`src/sv/uas_pkg.sv`:
```
// uas_pkg: shared constants, register codes and stage tag type for the
// upwind advection stencil. No dependencies.
package uas_pkg;

  localparam int DEF_MAX_GRID    = 1024;
  localparam int DEF_SAMPLE_BITS = 18;

  localparam int FRAC_BITS      = 15;
  localparam int COEF_BITS      = 16;
  localparam int GRID_CFG_BITS  = 11;
  localparam int CFG_DATA_BITS  = 16;
  localparam int CFG_INDEX_BITS = 2;

  localparam logic [GRID_CFG_BITS-1:0] GRID_RESET = 11'd1000;
  localparam logic [COEF_BITS-1:0]     COEF_RESET = 16'd16384;

  typedef enum logic [CFG_INDEX_BITS-1:0] {
    CFG_GRID_SIZE = 2'd0,
    CFG_COEF_X    = 2'd1,
    CFG_COEF_Y    = 2'd2
  } cfg_reg_t;

  // per-sample control that travels with the data down the pipeline
  typedef struct packed {
    logic interior;
    logic eof;
  } uas_tag_t;

endpackage

```
`src/sv/uas_update.sv`:
```
// uas_update: two-stage update datapath (products, then round, subtract and
// saturate) with the output register. Depends on uas_pkg.
module uas_update #(
  parameter int SAMPLE_BITS = uas_pkg::DEF_SAMPLE_BITS
) (
  input  logic                                clk,
  input  logic                                rst_n,
  input  logic                                s1_valid,
  input  uas_pkg::uas_tag_t                   s1_tag,
  input  logic signed [SAMPLE_BITS-1:0]       s1_u,
  input  logic signed [SAMPLE_BITS-1:0]       s1_up,
  input  logic signed [SAMPLE_BITS-1:0]       s1_left,
  input  logic [uas_pkg::COEF_BITS-1:0]       coef_x,
  input  logic [uas_pkg::COEF_BITS-1:0]       coef_y,
  output logic                                s1_take,
  output logic                                out_valid,
  output logic [SAMPLE_BITS-1:0]              out_sample,
  output logic                                out_last,
  input  logic                                out_ready
);

  localparam int DW = SAMPLE_BITS + 1;
  localparam int PW = DW + uas_pkg::COEF_BITS + 1;
  localparam int RW = PW + 1;
  localparam logic signed [RW-1:0] SAT_HI = RW'((64'sd1 <<< (SAMPLE_BITS - 1)) - 64'sd1);
  localparam logic signed [RW-1:0] SAT_LO = -SAT_HI - RW'(1);
  localparam logic signed [RW-1:0] HALF   = RW'(64'sd1 <<< (uas_pkg::FRAC_BITS - 1));

  logic                          v2_r, v3_r;
  logic                          en2, en3;
  logic signed [PW-1:0]          prod_x_r, prod_y_r;
  logic signed [SAMPLE_BITS-1:0] u2_r;
  uas_pkg::uas_tag_t             tag2_r;
  logic [SAMPLE_BITS-1:0]        out_sample_r;
  logic                          out_last_r;

  logic signed [DW-1:0]          dx, dy;
  logic signed [uas_pkg::COEF_BITS:0] cx, cy;
  logic signed [RW-1:0]          sum, quo, res, sat;

  assign en3     = !v3_r || out_ready;
  assign en2     = !v2_r || en3;
  assign s1_take = en2;

  assign dx = DW'(s1_u) - DW'(s1_up);
  assign dy = DW'(s1_u) - DW'(s1_left);
  assign cx = {1'b0, coef_x};
  assign cy = {1'b0, coef_y};

  always_ff @(posedge clk) begin
    if (!rst_n) begin
      v2_r <= 1'b0;
    end else if (en2) begin
      v2_r <= s1_valid;
    end
  end

  always_ff @(posedge clk) begin
    if (en2 && s1_valid) begin
      prod_x_r <= PW'(cx * dx);
      prod_y_r <= PW'(cy * dy);
      u2_r     <= s1_u;
      tag2_r   <= s1_tag;
    end
  end

  // round half up, then floor shift back to the sample grid
  always_comb begin
    sum = RW'(prod_x_r) + RW'(prod_y_r) + HALF;
    quo = sum >>> uas_pkg::FRAC_BITS;
    res = RW'(u2_r) - quo;
    if (!tag2_r.interior) begin
      sat = RW'(u2_r);
    end else if (res > SAT_HI) begin
      sat = SAT_HI;
    end else if (res < SAT_LO) begin
      sat = SAT_LO;
    end else begin
      sat = res;
    end
  end

  always_ff @(posedge clk) begin
    if (!rst_n) begin
      v3_r <= 1'b0;
    end else if (en3) begin
      v3_r <= v2_r;
    end
  end

  always_ff @(posedge clk) begin
    if (en3 && v2_r) begin
      out_sample_r <= sat[SAMPLE_BITS-1:0];
      out_last_r   <= tag2_r.eof;
    end
  end

  assign out_valid  = v3_r;
  assign out_sample = out_sample_r;
  assign out_last   = out_last_r;

endmodule

```
`config.mk`:
```
export PLATFORM = sky130hd
export DESIGN_NAME = uas_update
export DESIGN_NICKNAME = d
export VERILOG_FILES = /design/src/sv/uas_pkg.sv /design/src/sv/uas_update.sv
export SDC_FILE = /design/constraint.sdc
export NUM_CORES = 2
export LEC_CHECK = 0
export BUFFER_PORTS_ARGS = -buffer_cell sky130_fd_sc_hd__buf_2
export CAP_MARGIN = 30
export CORE_MARGIN = 2
export CORE_UTILIZATION = 35
export CTS_CLUSTER_DIAMETER = 50
export DETAILED_ROUTE_END_ITERATION = 8
export PLACE_DENSITY_LB_ADDON = 0.15
export SETUP_SLACK_MARGIN = 0.4
export SYNTH_ARGS = -nofsm -noshare
export SYNTH_HDL_FRONTEND = slang
export SYNTH_SLANG_ARGS = --single-unit
```
`constraint.sdc`:
```
create_clock -name clk -period 20.6 [get_ports clk]
set_clock_uncertainty 0.1 [all_clocks]
set_input_delay 0 -clock clk [delete_from_list [all_inputs] [get_ports clk]]
set_output_delay 0 -clock clk [all_outputs]
set_load 0.01 [all_outputs]
```
==> qor_table.md <==
| Group | Parameter | Reported |
| --- | --- | --- |
| run status | Outcome | complete, no violations |
| placed design | Pre-CTS setup slack | 10.84 ns |
| synthesis | Async set-reset flop share out of synthesis | 0% |
| setup path | Largest fanout on the critical path | 16 |
| route | Avg Vias per Cell | 4.97 |
| grt | Overall fraction of global-route tracks in use | 19.4% |
| floorplanning | Number of cell rows | 112 |
| min path | Cells on Worst Hold Path | 2 |
| timing | Count of endpoints failing hold in the final timing report | 0 |
| route | Number of DRC violations after detailed-routing iteration 0 | 1,610 |
| route | Routed Wire Length | 91,300 um |
| placed design | Dpl hpwl | 73,700 um |
| grt | Pin count of the biggest net entering global routing | 66 |
| floorplanning | Die width | 312 um |
| timing | Fmax achieved | 101 MHz |
| synthesis | Fraction of synthesized cell area taken by the top area cell type | 36.6% |
| setup path | CP Data Required Time | 20.69 ns |
| clocking | Bufs on Longest Clock Path | 2 |
| setup path | CP Launch Type | input port |
| synthesis | Number of standard cells after synthesis | 3,748 |
| synthesis | Number of library cell types mapped by synthesis | 72 |
| setup path | Arrival time at the worst endpoint | 9.95 ns |
| min path | Hold-critical path endpoint | prod_y_r[0]$_DFFE_PP_ |
| placed design | Placed instance count | 4,988 |
| synthesis | Top flip-flop cell by instance count after synthesis | edfxtp_1 |
| timing | Slew margin rel. | 29.2% |
| route | Routed len/inst | 18.1 um |
| grt | First-pass GRT wire length | 147,000 um |
| min path | Worst Min Path Start | coef_y[0] |
| timing | Final worst-path setup slack | 10.74 ns |
| setup path | Largest stage delay on the critical path | 0.64 ns |
| clocking | Clock-pin slew reported for the worst setup and hold paths after clock tree synthesis | 0.06 ns |
| floorplanning | Number of primary I/O pins | 113 |
| route | Total vias in the final route | 25,100 |
| grt | Residual overflow from global routing | 0 |
| final layout | Fraction of final layout cells with drive strength greater than 1 | 6.49% |
| setup path | Slack of the worst reg-to-reg path | 14.05 ns |
| synthesis | Yosys Warn Count | 0 |
| placed design | Final estimated routing congestion in global placement | 0.848 |
| grt | Vias in the first global route | 26,200 |
| placed design | Number of port buffers | 112 |
| clocking | Count of clock tree sinks | 113 |
| setup path | Crit-path most repeated cell | fa_1 |
| timing | Worst slew pin tran | 1.05 ns |
| setup path | Worst flop-to-flop path endpoint | out_sample[1]$_DFFE_PP_ |
| synthesis | Fraction of the yosys area taken by sequential cells | 10.2% |
| timing | Count of final setup violators | 0 |
| route | Remaining antenna violation count | 0 |
| setup path | Endpoint class of the critical path | register |
| setup path | Cell type of the slowest stage on the worst timing path | nand3_1 |
| floorplanning | Vertical die dimension | 312 um |
| synthesis | Dominant cell type by area after synthesis | fa_1 |
| setup path | Worst reg2reg path depth | 22 |
| grt | Number of antenna violations at the first check in global routing | 5 |
| synthesis | Most repeated cell in the gate-level netlist after synthesis | inv_1 |
| timing | Final cycle utilization of the critical path | 47.9% |
| synthesis | Net count of the mapped netlist | 4,757 |
| final layout | Final instance count without filler cells | 5,047 |
| route | First drt pass iteration count | 5 |
| clocking | Root buffer cell | clkbuf_16 |
| min path | Path category of the worst min-delay check | input port to register |
| clocking | Clk Latency, worst-skew pair | 0.44 ns |
| floorplanning | Initial Utilization | 35.4% |
| synthesis | Synth Area per Inst | 8.83 sq um |
| floorplanning | Core ar. | 93,600 sq um |
| final layout | Area delta synth->final | 8.34% |
| setup path | Critical setup path kind | input port to register |
| final layout | Total Nets Final | 4,787 |
| synthesis | FF+latch count, synth | 113 |
| clocking | Clock tree from TritonCTS | yes |
| timing | Final-report max-slew violation count | 0 |
| run | Max_cap viols | 0 |
| synthesis | Largest cells by area after synthesis | fa_1 (37%), ha_1 (12%), edfxtp_1 (10%) |
| synthesis | Mapped Area | 33,100 sq um |
| clocking | # H-tree levels | 4 |
| setup path | Critical register-to-register path startpoint | prod_x_r[15]$_DFFE_PP_ |
| timing | Final critical delay including setup and external delays | 9.86 ns |
| timing | Unrepaired setup endpoints after global routing | no |
| route | Post-route DRC violation count | 0 |
| clocking | Number of clock buffers inserted by TritonCTS | 17 |
| timing | Total Negative Setup Slacks | 0 ns |
| synthesis | Top cells by instance count after synthesis | inv_1 (796), fa_1 (605), nand2_1 (453) |
| synthesis | Number of flops mapped to enable cells by yosys | 111 |
| floorplanning | Area enclosed by the die boundary | 97,100 sq um |
[layout make-up]
cell class / count / area, sq um
fillers: 9798 / 57700
multi-input cells: 2672 / 26200
flip-flops and latches: 113 / 3370
inverters: 796 / 2990
well taps: 1254 / 1570
repair buffers: 178 / 1130
clock buffers: 20 / 447
clock inverters: 12 / 184
diodes: 2 / 5.00
[placed cells by master (no fill, tap or decap), drive strengths merged, types with 20 or more instances in the layout]
cell         Yosys  final
fa             605    605
ha             312    312
nor2            83     83
xnor2           94     94
nor3            72     72
edfxtp         111    111
inv            796    797
dlygate4sd3      0     24
nor2b           79     79
buf             14    154
nand2b          32     32
o21a            28     28
and3            25     25
and2           204    204
a21oi          145    145
clkbuf         153     20
or2             21     21
nand3           90     90
xor2            39     39
o21ai           75     75
or3             26     26
nand2          457    457
o211ai          23     23
a21o            46     46
[stage by stage]
stage | instance area, sq um | utilization, % | hold slack (ns)
2_1_floorplan | 33100 | - | -0.00113
3_3_place_gp | 34900 | 37.3 | 0.0806
3_5_place_dp | 35000 | 37.4 | 0.0918
4_1_cts | 35900 | 38.3 | 0.112
5_1_grt | 35900 | 38.3 | 0.119
6_report | 35900 | 38.3 | 0.135
[repair_timing]
item,in CTS,in global routing
hold endpoints to repair,22,0
resized for setup,0,0
hold buffers,24,0
setup buffers,0,0
[critical path: cells and delay by family]
| kind | cells | cell delay (ns) |
|---|---|---|
| and+or+nand+nor | 7 | 2.14 |
| AOI/OAI and AO/OA | 10 | 2.52 |
| xor gates and xnor gates | 1 | 0.15 |
| adders and majority gates | 9 | 3.96 |
| buffers and inverters | 8 | 1.17 |
[metal layers]
| metal | routed length, um | track usage [%] |
|---|---|---|
| met1 | 43300 | 27.9 |
| met2 | 41800 | 31.2 |
| met3 | 4220 | 2.66 |
| met4 | 1930 | 3.96 |
| met5 | 16 | 0 |
[how the worst max path moves through the flow]
stage | slack (ns) | cells after the start | end | from
global route | 10.11 | 35 | prod_y_r[29]$_DFFE_PP_ | s1_u[0]
global placement | 11.04 | 34 | prod_y_r[29]$_DFFE_PP_ | s1_u[0]
CTS | 10.72 | 35 | prod_y_r[29]$_DFFE_PP_ | s1_u[0]
finish | 10.74 | 35 | prod_y_r[29]$_DFFE_PP_ | s1_u[0]
detailed placement | 10.84 | 34 | prod_y_r[29]$_DFFE_PP_ | s1_u[0]
floorplan | 12.55 | 34 | prod_x_r[35]$_DFFE_PP_ | s1_u[0]
[registers in the layout, summed over array words and instances (netlist names)]
register / flops
prod_y_r: 36
v2_r: 1
out_sample: 18
out_valid: 1
prod_x_r: 36
u2_r: 18
out_last: 1
tag2_r: 2
[logic make-up (layout without fill, tap and decap cells)]
logic type / count (synthesis) / count (layout) / share of synthesized area [%]
AO/OA/AOI/OAI: 478 / 478 / 9.71
XOR/XNOR: 133 / 133 / 3.52
adder cells (fa/ha/maj): 923 / 923 / 48.5
buffers and inverters: 963 / 1006 / 11.0
flip-flops: 113 / 113 / 10.2
multiplexers: 4 / 4 / 0.121
other: 0 / 2 / 0
AND/OR/NAND/NOR: 1134 / 1134 / 16.9
Power is left out: the tool's default activity adds up to more than one toggle a clock period on the data nets, which glitch-free logic cannot reach.
